**config.mk**
```make
export PLATFORM = sky130hd
export DESIGN_NAME = char_range_expander_core
export DESIGN_NICKNAME = d
export VERILOG_FILES = /design/src/rtl/cre_pkg.sv /design/src/rtl/cre_urom.sv /design/src/rtl/cre_seq.sv /design/src/rtl/cre_datapath.sv /design/src/rtl/char_range_expander_core.sv
export VERILOG_INCLUDE_DIRS = /design/src /design/src/rtl
export SDC_FILE = /design/constraint.sdc
export NUM_CORES = 1
export LEC_CHECK = 0
export BUFFER_PORTS_ARGS = -buffer_cell sky130_fd_sc_hd__buf_2
export CAP_MARGIN = 15
export CORE_MARGIN = 2
export CORE_UTILIZATION = 50
export CTS_CLUSTER_SIZE = 30
export DETAILED_ROUTE_END_ITERATION = 8
export PLACE_DENSITY = 0.7
export SYNTH_ARGS = -nofsm -noshare
export SYNTH_HDL_FRONTEND = slang
export SYNTH_SLANG_ARGS = --single-unit
```
**constraint.sdc**
```tcl
create_clock -name clk -period 7.5 [get_ports clk]
set_input_delay 1.5 -clock clk [delete_from_list [all_inputs] [get_ports clk]]
set_output_delay 1.5 -clock clk [all_outputs]
set_load 0.1 [all_outputs]
```
**src/rtl/char_range_expander_core_macros.svh**
```systemverilog
// ---------------------------------------------------------------------------
// Assertion macros for the range expander
// Shared property forms; they compile away when SYNTH is defined.
// ---------------------------------------------------------------------------
`ifndef CHAR_RANGE_EXPANDER_CORE_MACROS_SVH
`define CHAR_RANGE_EXPANDER_CORE_MACROS_SVH

`ifndef SYNTH
// Same-cycle implication, checked on every clock edge outside reset.
`define CRE_ASSERT_IMPL(lbl, ante, cons, msg) \
	lbl: assert property (@(posedge clk) disable iff (!arst_n) (ante) |-> (cons)) \
		else $error(msg);
// Next-cycle implication, checked on every clock edge outside reset.
`define CRE_ASSERT_NEXT(lbl, ante, cons, msg) \
	lbl: assert property (@(posedge clk) disable iff (!arst_n) (ante) |=> (cons)) \
		else $error(msg);
`else
`define CRE_ASSERT_IMPL(lbl, ante, cons, msg)
`define CRE_ASSERT_NEXT(lbl, ante, cons, msg)
`endif

`endif

```
**src/rtl/cre_pkg.sv**
```systemverilog
// ---------------------------------------------------------------------------
// Range expander package
// Item types, microcode word layout, step numbers and character classes.
// ---------------------------------------------------------------------------
package cre_pkg;

	localparam logic [7:0] DASH_BYTE = 8'h2D;
	localparam logic [7:0] TERM_BYTE = 8'h00;

	typedef struct packed {
		logic [7:0] in_byte;
		logic       in_last;
	} in_item_t;

	typedef struct packed {
		logic [7:0] out_byte;
		logic       out_end;
	} out_item_t;

	typedef logic [3:0] step_t;

	// Program step numbers.
	localparam step_t STEP_WAIT  = 4'd0;
	localparam step_t STEP_DISP  = 4'd1;
	localparam step_t STEP_CLASS = 4'd2;
	localparam step_t STEP_RANGE = 4'd3;
	localparam step_t STEP_DASH  = 4'd4;
	localparam step_t STEP_BODY  = 4'd5;
	localparam step_t STEP_PASS  = 4'd6;
	localparam step_t STEP_SEEN  = 4'd7;
	localparam step_t STEP_FLUSH = 4'd8;
	localparam step_t STEP_TERM  = 4'd9;

	typedef enum logic [2:0] {
		EMIT_NONE,
		EMIT_CNT,
		EMIT_DASH,
		EMIT_BYTE,
		EMIT_TERM
	} emit_sel_t;

	typedef enum logic [1:0] {
		PREV_KEEP,
		PREV_BYTE,
		PREV_DASH,
		PREV_ZERO
	} prev_op_t;

	typedef enum logic [1:0] {
		CNT_KEEP,
		CNT_LOAD,
		CNT_INC
	} cnt_op_t;

	typedef enum logic [1:0] {
		FLAG_KEEP,
		FLAG_SET,
		FLAG_CLR
	} flag_op_t;

	typedef enum logic [1:0] {
		ACT_ALWAYS,
		ACT_ON_TRUE,
		ACT_ON_FALSE
	} act_when_t;

	typedef enum logic [2:0] {
		COND_ALWAYS,
		COND_ACCEPT,
		COND_DASH,
		COND_SAME,
		COND_DONE,
		COND_HOLD,
		COND_LAST
	} cond_t;

	typedef struct packed {
		logic      in_ready;
		emit_sel_t emit;
		prev_op_t  prev_op;
		cnt_op_t   cnt_op;
		flag_op_t  dash_op;
		flag_op_t  seen_op;
		act_when_t act;
		cond_t     cond;
		step_t     jt;
		step_t     jf;
	} uword_t;

	localparam uword_t UW_NOP = '{
		in_ready: 1'b0,
		emit:     EMIT_NONE,
		prev_op:  PREV_KEEP,
		cnt_op:   CNT_KEEP,
		dash_op:  FLAG_KEEP,
		seen_op:  FLAG_KEEP,
		act:      ACT_ALWAYS,
		cond:     COND_ALWAYS,
		jt:       STEP_WAIT,
		jf:       STEP_WAIT
	};

	// Datapath flags seen by the sequencer.
	typedef struct packed {
		logic accept;
		logic dash_held;
		logic same_class;
		logic range_done;
		logic hold_dash;
		logic last;
		logic out_blocked;
	} dp_status_t;

	// Sequencer commands to the datapath.
	typedef struct packed {
		uword_t uw;
		logic   fire;
	} dp_ctrl_t;

	function automatic logic is_digit(input logic [7:0] b);
		return (b >= 8'h30) && (b <= 8'h39);
	endfunction

	function automatic logic is_alpha(input logic [7:0] b);
		return ((b >= 8'h41) && (b <= 8'h5A)) || ((b >= 8'h61) && (b <= 8'h7A));
	endfunction

endpackage

```
**src/rtl/cre_urom.sv**
```systemverilog
// ---------------------------------------------------------------------------
// Range expander microcode ROM
// One control word per program step.
// ---------------------------------------------------------------------------
module cre_urom import cre_pkg::*; (
	input  step_t  upc,
	output uword_t uw
);

	always_comb begin
		uw = UW_NOP;
		case (upc)
			STEP_WAIT: begin
				uw.in_ready = 1'b1;
				uw.cond     = COND_ACCEPT;
				uw.jt       = STEP_DISP;
				uw.jf       = STEP_WAIT;
			end
			STEP_DISP: begin
				uw.cond = COND_DASH;
				uw.jt   = STEP_CLASS;
				uw.jf   = STEP_BODY;
			end
			STEP_CLASS: begin
				// The range start is taken from the old previous byte.
				uw.dash_op = FLAG_CLR;
				uw.cnt_op  = CNT_LOAD;
				uw.prev_op = PREV_BYTE;
				uw.cond    = COND_SAME;
				uw.jt      = STEP_RANGE;
				uw.jf      = STEP_DASH;
			end
			STEP_RANGE: begin
				uw.emit   = EMIT_CNT;
				uw.cnt_op = CNT_INC;
				uw.act    = ACT_ON_FALSE;
				uw.cond   = COND_DONE;
				uw.jt     = STEP_SEEN;
				uw.jf     = STEP_RANGE;
			end
			STEP_DASH: begin
				uw.emit    = EMIT_DASH;
				uw.prev_op = PREV_DASH;
				uw.jt      = STEP_BODY;
				uw.jf      = STEP_BODY;
			end
			STEP_BODY: begin
				uw.dash_op = FLAG_SET;
				uw.act     = ACT_ON_TRUE;
				uw.cond    = COND_HOLD;
				uw.jt      = STEP_SEEN;
				uw.jf      = STEP_PASS;
			end
			STEP_PASS: begin
				uw.emit    = EMIT_BYTE;
				uw.prev_op = PREV_BYTE;
				uw.jt      = STEP_SEEN;
				uw.jf      = STEP_SEEN;
			end
			STEP_SEEN: begin
				uw.seen_op = FLAG_SET;
				uw.cond    = COND_LAST;
				uw.jt      = STEP_FLUSH;
				uw.jf      = STEP_WAIT;
			end
			STEP_FLUSH: begin
				uw.emit = EMIT_DASH;
				uw.act  = ACT_ON_TRUE;
				uw.cond = COND_DASH;
				uw.jt   = STEP_TERM;
				uw.jf   = STEP_TERM;
			end
			STEP_TERM: begin
				uw.emit    = EMIT_TERM;
				uw.prev_op = PREV_ZERO;
				uw.dash_op = FLAG_CLR;
				uw.seen_op = FLAG_CLR;
				uw.jt      = STEP_WAIT;
				uw.jf      = STEP_WAIT;
			end
			default: begin
				uw = UW_NOP;
			end
		endcase
	end

endmodule

```
**src/rtl/cre_seq.sv**
```systemverilog
// ---------------------------------------------------------------------------
// Range expander sequencer
// Step counter, condition select and two-way jump.
// ---------------------------------------------------------------------------
module cre_seq import cre_pkg::*; (
	input  logic       clk,
	input  logic       arst_n,
	input  dp_status_t status,
	output step_t      upc,
	output dp_ctrl_t   ctrl
);

	step_t  upc_q;
	uword_t uw;
	logic   cond;
	logic   act_en;
	logic   stall;

	cre_urom u_urom (
		.upc (upc_q),
		.uw  (uw)
	);

	always_comb begin
		case (uw.cond)
			COND_ALWAYS: cond = 1'b1;
			COND_ACCEPT: cond = status.accept;
			COND_DASH:   cond = status.dash_held;
			COND_SAME:   cond = status.same_class;
			COND_DONE:   cond = status.range_done;
			COND_HOLD:   cond = status.hold_dash;
			COND_LAST:   cond = status.last;
			default:     cond = 1'b0;
		endcase
	end

	always_comb begin
		case (uw.act)
			ACT_ALWAYS:   act_en = 1'b1;
			ACT_ON_TRUE:  act_en = cond;
			ACT_ON_FALSE: act_en = !cond;
			default:      act_en = 1'b0;
		endcase
		// A step that emits waits while the output register is full and not being taken.
		stall     = act_en && (uw.emit != EMIT_NONE) && status.out_blocked;
		ctrl.uw   = uw;
		ctrl.fire = act_en && !stall;
	end

	always_ff @(posedge clk or negedge arst_n) begin
		if (!arst_n) begin
			upc_q <= STEP_WAIT;
		end else if (!stall) begin
			upc_q <= cond ? uw.jt : uw.jf;
		end
	end

	assign upc = upc_q;

endmodule

```
**src/rtl/cre_datapath.sv**
```systemverilog
// ---------------------------------------------------------------------------
// Range expander datapath
// Input latch, string state, range counter and output register.
// ---------------------------------------------------------------------------
module cre_datapath import cre_pkg::*; (
	input  logic       clk,
	input  logic       arst_n,
	input  dp_ctrl_t   ctrl,
	input  logic       req_valid,
	input  in_item_t   req,
	output logic       req_ready,
	output logic       rsp_valid,
	input  logic       rsp_ready,
	output out_item_t  rsp,
	output dp_status_t status
);

	in_item_t  in_q;
	logic [7:0] prev_q;
	logic [7:0] cnt_q;
	logic       dash_q;
	logic       seen_q;
	out_item_t  out_q;
	logic       out_valid_q;
	out_item_t  emit_item;
	logic       emit_fire;

	assign req_ready = ctrl.uw.in_ready;

	always_comb begin
		status.accept      = req_valid && ctrl.uw.in_ready;
		status.dash_held   = dash_q;
		status.same_class  = (is_digit(prev_q) && is_digit(in_q.in_byte)) ||
			(is_alpha(prev_q) && is_alpha(in_q.in_byte));
		status.range_done  = cnt_q > in_q.in_byte;
		status.hold_dash   = (in_q.in_byte == DASH_BYTE) && seen_q &&
			(is_digit(prev_q) || is_alpha(prev_q));
		status.last        = in_q.in_last;
		status.out_blocked = out_valid_q && !rsp_ready;
	end

	always_comb begin
		case (ctrl.uw.emit)
			EMIT_CNT:  emit_item = '{out_byte: cnt_q,        out_end: 1'b0};
			EMIT_DASH: emit_item = '{out_byte: DASH_BYTE,    out_end: 1'b0};
			EMIT_BYTE: emit_item = '{out_byte: in_q.in_byte, out_end: 1'b0};
			EMIT_TERM: emit_item = '{out_byte: TERM_BYTE,    out_end: 1'b1};
			default:   emit_item = '{out_byte: TERM_BYTE,    out_end: 1'b0};
		endcase
		emit_fire = ctrl.fire && (ctrl.uw.emit != EMIT_NONE);
	end

	always_ff @(posedge clk) begin
		if (status.accept) begin
			in_q <= req;
		end
		if (ctrl.fire) begin
			case (ctrl.uw.cnt_op)
				CNT_LOAD: cnt_q <= prev_q + 8'd1;
				CNT_INC:  cnt_q <= cnt_q + 8'd1;
				default:  cnt_q <= cnt_q;
			endcase
		end
		if (emit_fire) begin
			out_q <= emit_item;
		end
	end

	always_ff @(posedge clk or negedge arst_n) begin
		if (!arst_n) begin
			prev_q      <= 8'd0;
			dash_q      <= 1'b0;
			seen_q      <= 1'b0;
			out_valid_q <= 1'b0;
		end else begin
			if (ctrl.fire) begin
				case (ctrl.uw.prev_op)
					PREV_BYTE: prev_q <= in_q.in_byte;
					PREV_DASH: prev_q <= DASH_BYTE;
					PREV_ZERO: prev_q <= 8'd0;
					default:   prev_q <= prev_q;
				endcase
				case (ctrl.uw.dash_op)
					FLAG_SET: dash_q <= 1'b1;
					FLAG_CLR: dash_q <= 1'b0;
					default:  dash_q <= dash_q;
				endcase
				case (ctrl.uw.seen_op)
					FLAG_SET: seen_q <= 1'b1;
					FLAG_CLR: seen_q <= 1'b0;
					default:  seen_q <= seen_q;
				endcase
			end
			if (emit_fire) begin
				out_valid_q <= 1'b1;
			end else if (rsp_ready) begin
				out_valid_q <= 1'b0;
			end
		end
	end

	assign rsp_valid = out_valid_q;
	assign rsp       = out_q;

endmodule

```
**src/rtl/char_range_expander_core.sv**
```systemverilog
// ---------------------------------------------------------------------------
// Character range expander
// Expands shorthand ranges such as a-z and 0-9 in a byte stream.
// ---------------------------------------------------------------------------
// The block takes a string one byte per item on the req channel, with
// in_last set on the final byte, and returns the expanded string on the rsp
// channel, ended by a terminator item (out_byte 0, out_end 1).
// Both channels use valid/ready; an item moves when both are high.
// Control is a ten-step microprogram held in a ROM. The block takes one
// input item at a time: req_ready is high only in the program's wait step.
// A plain byte passes through the dispatch, body, pass and seen steps
// before the next accept, and its result enters the output register in
// the pass step. The end byte of a range such as a-z goes through the
// class step into the range step, which emits from the counter once per
// cycle while the output register is not stalled, then finds that the
// counter has passed the end byte and moves to the seen step.
// The last byte of a string adds the optional dash flush and the terminator.
// The output register lets the block finish a result while the previous
// one is still waiting; a step that must emit while that register is full
// and not being taken stalls the whole program in place.
// Reset clears the string state and the output valid, and the program
// starts in its wait step, ready for the first byte.
// ---------------------------------------------------------------------------
`include "char_range_expander_core_macros.svh"

module char_range_expander_core import cre_pkg::*; (
	input  logic      clk,
	input  logic      arst_n,
	input  logic      req_valid,
	output logic      req_ready,
	input  in_item_t  req,
	output logic      rsp_valid,
	input  logic      rsp_ready,
	output out_item_t rsp
);

	dp_status_t status;
	dp_ctrl_t   ctrl;
	step_t      upc;

	// Step counter and microcode ROM.
	cre_seq u_seq (
		.clk    (clk),
		.arst_n (arst_n),
		.status (status),
		.upc    (upc),
		.ctrl   (ctrl)
	);

	// Input latch, string state, range counter and the output register.
	cre_datapath u_datapath (
		.clk       (clk),
		.arst_n    (arst_n),
		.ctrl      (ctrl),
		.req_valid (req_valid),
		.req       (req),
		.req_ready (req_ready),
		.rsp_valid (rsp_valid),
		.rsp_ready (rsp_ready),
		.rsp       (rsp),
		.status    (status)
	);

	// Only the wait step may take a new item.
	`CRE_ASSERT_IMPL(a_ready_in_wait, req_ready, upc == STEP_WAIT, "ready outside wait step")
	// A terminator item always carries a zero byte.
	`CRE_ASSERT_IMPL(a_term_zero, rsp_valid && rsp.out_end,
		rsp.out_byte == TERM_BYTE, "terminator byte not zero")
	// Once the terminator goes out, the program returns to the wait step.
	`CRE_ASSERT_NEXT(a_term_to_wait, (upc == STEP_TERM) && ctrl.fire,
		upc == STEP_WAIT, "no return to wait after terminator")
	// A range step never emits past the range end byte.
	`CRE_ASSERT_IMPL(a_range_bound, (upc == STEP_RANGE) && ctrl.fire,
		!status.range_done, "range step past end byte")

endmodule
```
== Word-level counts from Yosys, hierarchy flattened ==
Index checks and enable logic that the tools add are counted.
Cells by class
  reductions and logical operators: 41
  div/mod/pow operators: 0
  $add $sub $neg: 2
  equal/unequal tests: 31
  bitwise operators: 0
  shifts and indexed selects: 0
  multiply operators: 0
  mux-type cells: 19
  $lt $le $gt $ge: 13
Operators with widths (number)
  one-hot mux 8 bit (9 select lines): 1
  one-hot mux 9 bit (4 select lines): 1
  greater-or-equal comparator 8 x 7 -> 1 bit (second input constant): 4
  <= comparator 8 x 7 -> 1 bit (second input constant): 4
  one-hot mux 8 bit (3 select lines): 1
  one-hot mux 3 bit (6 select lines): 1
  adder 8 x 1 -> 8 bit (second input constant): 2
  == test 4 x 3 -> 1 bit (second input constant): 4
  greater-or-equal comparator 8 x 6 -> 1 bit (second input constant): 2
  <= comparator 8 x 6 -> 1 bit (second input constant): 2
  logical AND 1 bit: 16
  one-hot mux 2 bit (2 select lines): 4
  one-hot mux 8 bit (2 select lines): 1
  == test 2 bit (second input constant): 6
  == test 3 x 2 -> 1 bit (second input constant): 4
  == test 3 bit (second input constant): 4
  one-hot mux 3 bit (4 select lines): 1
  == test 2 x 1 -> 1 bit (second input constant): 5
  OR reduction 2 bit: 5
  == test 4 x 2 -> 1 bit (second input constant): 2
  == test 4 bit (second input constant): 2
  == test 8 x 6 -> 1 bit (second input constant): 1
  greater-than comparator 8 bit: 1
  AND reduction 2 bit: 4
  15 further kinds: 28
Storage, ports and cells
  bits in registers: 41
  input port bits: 13
  latch bits: 0
  memories: 0
  memory bits (writable): 0
  memory bits (read-only): 0

== Logic depth before layout (Yosys ltp) ==
  word-level depth: 14
  gate-level depth with buffers: 13
  gate-level depth less buffers: 11

== Modules after synthesis ==
A second synthesis with hierarchy kept.
Unflattened totals
  cells, all modules: 272
  area, all modules: 2805.2 um^2
By module, submodules not included
  cre_datapath: cells each 184, times used 1, area an instance 2034.5 um^2, seq. area each 1056.0 um^2
  cre_urom: cells each 62, times used 1, area an instance 437.9 um^2, seq. area each 0.0 um^2
  cre_seq: cells each 26, times used 1, area an instance 332.8 um^2, seq. area each 100.1 um^2

== Least setup slack after synthesis ==
OpenSTA, ideal clock, no wires.
  path kind: reg2out
  from: register u_seq.upc_q[0], in the netlist u_seq.upc[0]
  to: output port req_ready
  required time: 6.000 ns
  setup slack: 2.204 ns
  buffers on the path: 2
  stages on the path, launching flop included: 4
  arrival time: 3.796 ns
  path through: dfrtp_1 > clkbuf_1 > clkbuf_1 > nor4_1
Between the ends
  cells in the longest elaborated chain, start to end: 2
RTL lines
  from (decl): RTL line cre_seq.sv:13  | step_t upc_q;
  from (signal assigned): RTL line cre_seq.sv:54  | upc_q <= cond ? uw.jt : uw.jf;
  zero test 4 bit: RTL line cre_urom.sv:12  | case (upc)
  two-way mux 1 bit: RTL line cre_urom.sv:12
  to (decl): RTL line char_range_expander_core.sv:30  | output logic req_ready,
Every way passes these cells.

== Worst setup path in the final report ==
  from: register u_datapath.in_q[3] in the netlist's numbering
  to: register u_datapath.cnt_q[0] (enable)
Between the ends
  cells in the longest elaborated chain, start to end: 13
  elaborated cells on any way between the ends: 25
RTL lines
  from (decl): RTL line cre_datapath.sv:18  | in_item_t in_q;
  from (signal assigned): RTL line cre_datapath.sv:55  | in_q <= req;
  greater-or-equal comparator 8 x 7 -> 1 bit or <= comparator 8 x 7 -> 1 bit (tied branches): RTL line cre_pkg.sv:125  | return ((b >= 8'h41) && (b <= 8'h5A)) || ((b >= 8'h61) && (b <= 8'h7A));
  logical AND 1 bit: RTL line cre_pkg.sv:125
  logical OR 1 bit: RTL line cre_pkg.sv:125
  logical AND 1 bit: RTL line cre_datapath.sv:34  | (is_alpha(prev_q) && is_alpha(in_q.in_byte));
  logical OR 1 bit: RTL line cre_datapath.sv:33  | status.same_class = (is_digit(prev_q) && is_digit(in_q.in_byte)) ||
  one-hot mux 1 bit (7 select lines) *: RTL line cre_seq.sv:25  | case (uw.cond)
  zero test 1 bit: RTL line cre_seq.sv:41  | ACT_ON_FALSE: act_en = !cond;
  one-hot mux 1 bit (3 select lines) *: RTL line cre_seq.sv:38  | case (uw.act)
  logical AND 1 bit (2 in a row): RTL line cre_seq.sv:45  | stall = act_en && (uw.emit != EMIT_NONE) && status.out_blocked;
  zero test 1 bit: RTL line cre_seq.sv:47  | ctrl.fire = act_en && !stall;
  logical AND 1 bit *: RTL line cre_seq.sv:47
  AND reduction 2 bit (no line) *
  to (signal assigned): RTL line cre_datapath.sv:59  | CNT_LOAD: cnt_q <= prev_q + 8'd1;
  to (signal assigned): RTL line cre_datapath.sv:60  | CNT_INC: cnt_q <= cnt_q + 8'd1;
  to (signal assigned): RTL line cre_datapath.sv:61  | default: cnt_q <= cnt_q;
  to (decl): RTL line cre_datapath.sv:20  | logic [7:0] cnt_q;
Every way passes the cells marked *; elsewhere a longest branch is shown, timed or not.
A chain may end at the register's enable or synchronous reset.

==> summary.txt <==
Timing
  • RSZ-0062 raised after global routing: no
  • Fmax: between 200 and 300 MHz
  • Max-slew violations: 0
  • Setup-failing EPs final: 0
  • Final Skew: just under 5 ps
  • Fin crit period: about 3500 ps
  • Slew margin rel.: between 20% and 30%
  • Final Hold Fails: 0
  • Fin crit share: a little under half
  • Slew @ Worst Pin: 1110 ps
  • Setup TNS: 0 ps

Worst hold path
  • Worst Hold Class: flip-flop to flip-flop
  • Hold Crit Depth: 2
  • Hold endpoint: u_datapath.seen_q$_DFFE_PN0P_
  • Hold Crit Start: u_datapath.seen_q$_DFFE_PN0P_

Yosys
  • Leading area contributor after synthesis: edfxtp_1
  • Post-Syn Area: roughly 2500 µm²
  • Mapped Cells: around 260
  • Cell variety after synth: 48
  • Synth area leaders: edfxtp_1, dfrtp_1, ha_1
  • Yosys top cell area share: 31.6%
  • Syn_nets: about 280
  • Synth warn: 0
  • Primary FF master, synth: edfxtp_1
  • Avg Cell Area, Syn: around 9.6 µm²
  • EDFF count, synth: 26
  • Sequential fraction of the synthesis area: a little under half
  • FFs w/ async S/R, synth: 36.6%
  • Seq cells post-synth: 41

Final layout
  • Share of cells above drive strength 1: a little over an eighth
  • Fill cells: 464
  • Most common cell after layout, fill and taps aside: nand2_1
  • ANT cells: 0
  • FF+latch area: ~1200 µm²
  • Area delta synth->final: 11.0%
  • Area occupied by multi-input gates: ~1200 µm²
  • Most frequent cells in the layout: nand2_1, edfxtp_1, buf_2
  • Final net count: around 300

Critical path
  • Critical path class: flip-flop to flip-flop
  • Crit. End Element: flip-flop
  • CP peak stage delay: 910 ps
  • Worst-path cell chain: inv_1, ha_1, a21o_1, a21oi_1, a21oi_1, o21bai_1, nand2_1, nor3_1
  • Flop2flop setup slack: just over 4000 ps
  • R2r endpoint: u_datapath.cnt_q[0]$_DFFE_PP_
  • RR Startpoint: u_datapath.in_q[3]$_DFFE_PP_
  • Worst EP required: roughly 7400 ps
  • Top cell by count, worst path: a21oi_1
  • CP Data Arrival Time: 3370 ps
  • CP max-delay cell: nor3_1
  • Critical Path Fanout Max: 8
  • Startpoint Class: flip-flop
  • Reg2reg path depth: 8

Floorplan
  • Die Span Y: 74.3 µm
  • Die Wd: between 70 and 80 µm
  • I/O pin cnt: 24
  • Initial core utilization: ~52%
  • Die area: between 5000 and 6000 µm²
  • Site Rows: 25
  • Core area: 4750 µm²

Routing
  • DRC: 0
  • Post-route ant nets: 0
  • DR pass1 iterations: 5
  • WL final: roughly 5.3 mm
  • Vias per inst: roughly 5.8
  • Wire length per cell: approximately 15 µm
  • DR iter-0 viols: about 200
  • Routed via count: slightly below 2,000

GRT
  • GRT Overall Usage: 20.6%
  • Global-route wire length before repair: 8.54 mm
  • Initial antenna violation count: 0
  • Number of global-route vias before repair: approximately 1,700
  • Largest net degree at the start of global routing: 23
  • Congestion Overflow GR: 0

Clock network
  • Number of hold buffers added after CTS: 0
  • CTS clk-pin slew, worst paths: 80 ps
  • Clock Latency Late Sink: 300 ps
  • Max Root-Sink Buffers: 2
  • CTS buffer count: 5
  • H-tree depth: 2
  • CTS root buffer: clkbuf_8
  • Post-CTS Setup Inserts: 0
  • Clk sinks: 41
  • CTS tree: yes
  • Resized cells post-CTS: 0

Placement
  • Hpwl dp: 3.98 mm
  • Placer congestion estimate: about 0.94
  • # port buffers: 23

Flow run
  • Max-Cap Viols: 0

Status
  • Run status: complete, no violations
[cells in the mapped netlist (all sizes together), types with 2 or more instances]
library cell / instances
inv: 16
nand2b: 5
a21oi: 20
nor2: 17
or4: 2
a22oi: 4
a211oi: 3
o31ai: 4
nor2b: 5
o21ai: 23
nor4: 3
ha: 12
o41ai: 2
o221ai: 2
nor3: 4
a21o: 2
edfxtp: 26
and2: 2
a31oi: 4
dfrtp: 15
buf: 4
nand3: 8
clkbuf: 6
nand2: 36
nand4: 4
xnor2: 4
mux2i: 6
xor2: 4
[flip-flops by register name, indices dropped and copies added, names as in the netlist]
name and flops:
u_datapath.status 1, u_datapath.rsp_valid 1, u_seq.upc 4, u_datapath.in_q 8, u_datapath.rsp 9, u_datapath.cnt_q 8
u_datapath.prev_q 8, u_datapath.dash_q 1, u_datapath.seen_q 1
[stage by stage]
step / hold slack, ps / worst slack, ps / utilization, % / std cells / area, µm²
floorplan: 463 / 2200 / - / 257 / 2470
global placement: 490 / 3920 / 55.2 / 337 / 2630
detailed placement: 490 / 3880 / 55.2 / 337 / 2630
CTS: 509 / 4080 / 57.7 / 345 / 2740
global route: 524 / 3840 / 57.7 / 345 / 2740
finish: 514 / 4050 / 57.7 / 345 / 2740
[critical path: cells and delay by family (launching register included)]
kind	cells	cell delay [ps]
AO/OA/AOI/OAI	4	940
adder cells (fa/ha/maj)	1	310
buffers and inverters	1	80
flip-flops	1	540
AND/OR/NAND/NOR	2	1200
[how the worst max path moves through the flow]
| stage | from | depth (start not counted) | end |
|---|---|---|---|
| floorplan | u_seq.upc[0]$_DFFE_PN0N_ | 3 | req_ready |
| global placement | req_valid | 7 | u_datapath.cnt_q[0]$_DFFE_PP_ |
| detailed placement | req_valid | 7 | u_datapath.cnt_q[0]$_DFFE_PP_ |
| CTS | u_seq.upc[0]$_DFFE_PN0N_ | 11 | u_datapath.cnt_q[6]$_DFFE_PP_ |
| global route | u_seq.upc[0]$_DFFE_PN0N_ | 11 | u_datapath.cnt_q[6]$_DFFE_PP_ |
| finish | u_datapath.in_q[3]$_DFFE_PP_ | 8 | u_datapath.cnt_q[0]$_DFFE_PP_ |
[kinds of logic after synthesis]
kind of cell / synth area share, %
xor+xnor: 2.84
compound gates: 18.2
mux: 2.43
flops: 46.8
buf+inv: 4.25
simple gates: 19.4
fa+ha+maj: 6.08
[cell type report]
cell class,count,area share (%)
Multi-Input combinational cell,190,44.1
Inverter,16,2.19
Timing Repair Buffer,23,4.20
Sequential cell,41,42.1
Tap cell,67,3.06
Clock inverter,2,1.32
Clock buffer,6,3.01
[routing by layer]
metal / part of all wire [%] / global-route usage, % / vias up
li1: - / - / 981
met1: 47 / 30.4 / 921
met2: 46 / 31.0 / 76
met3: 6.3 / 4.20 / 6
met4: 0.94 / 5.95 / 0
met5: 0 / 0 / -
Power is not shown: default switching activity piles up to over one toggle a cycle in this logic, so the estimate is an artifact.
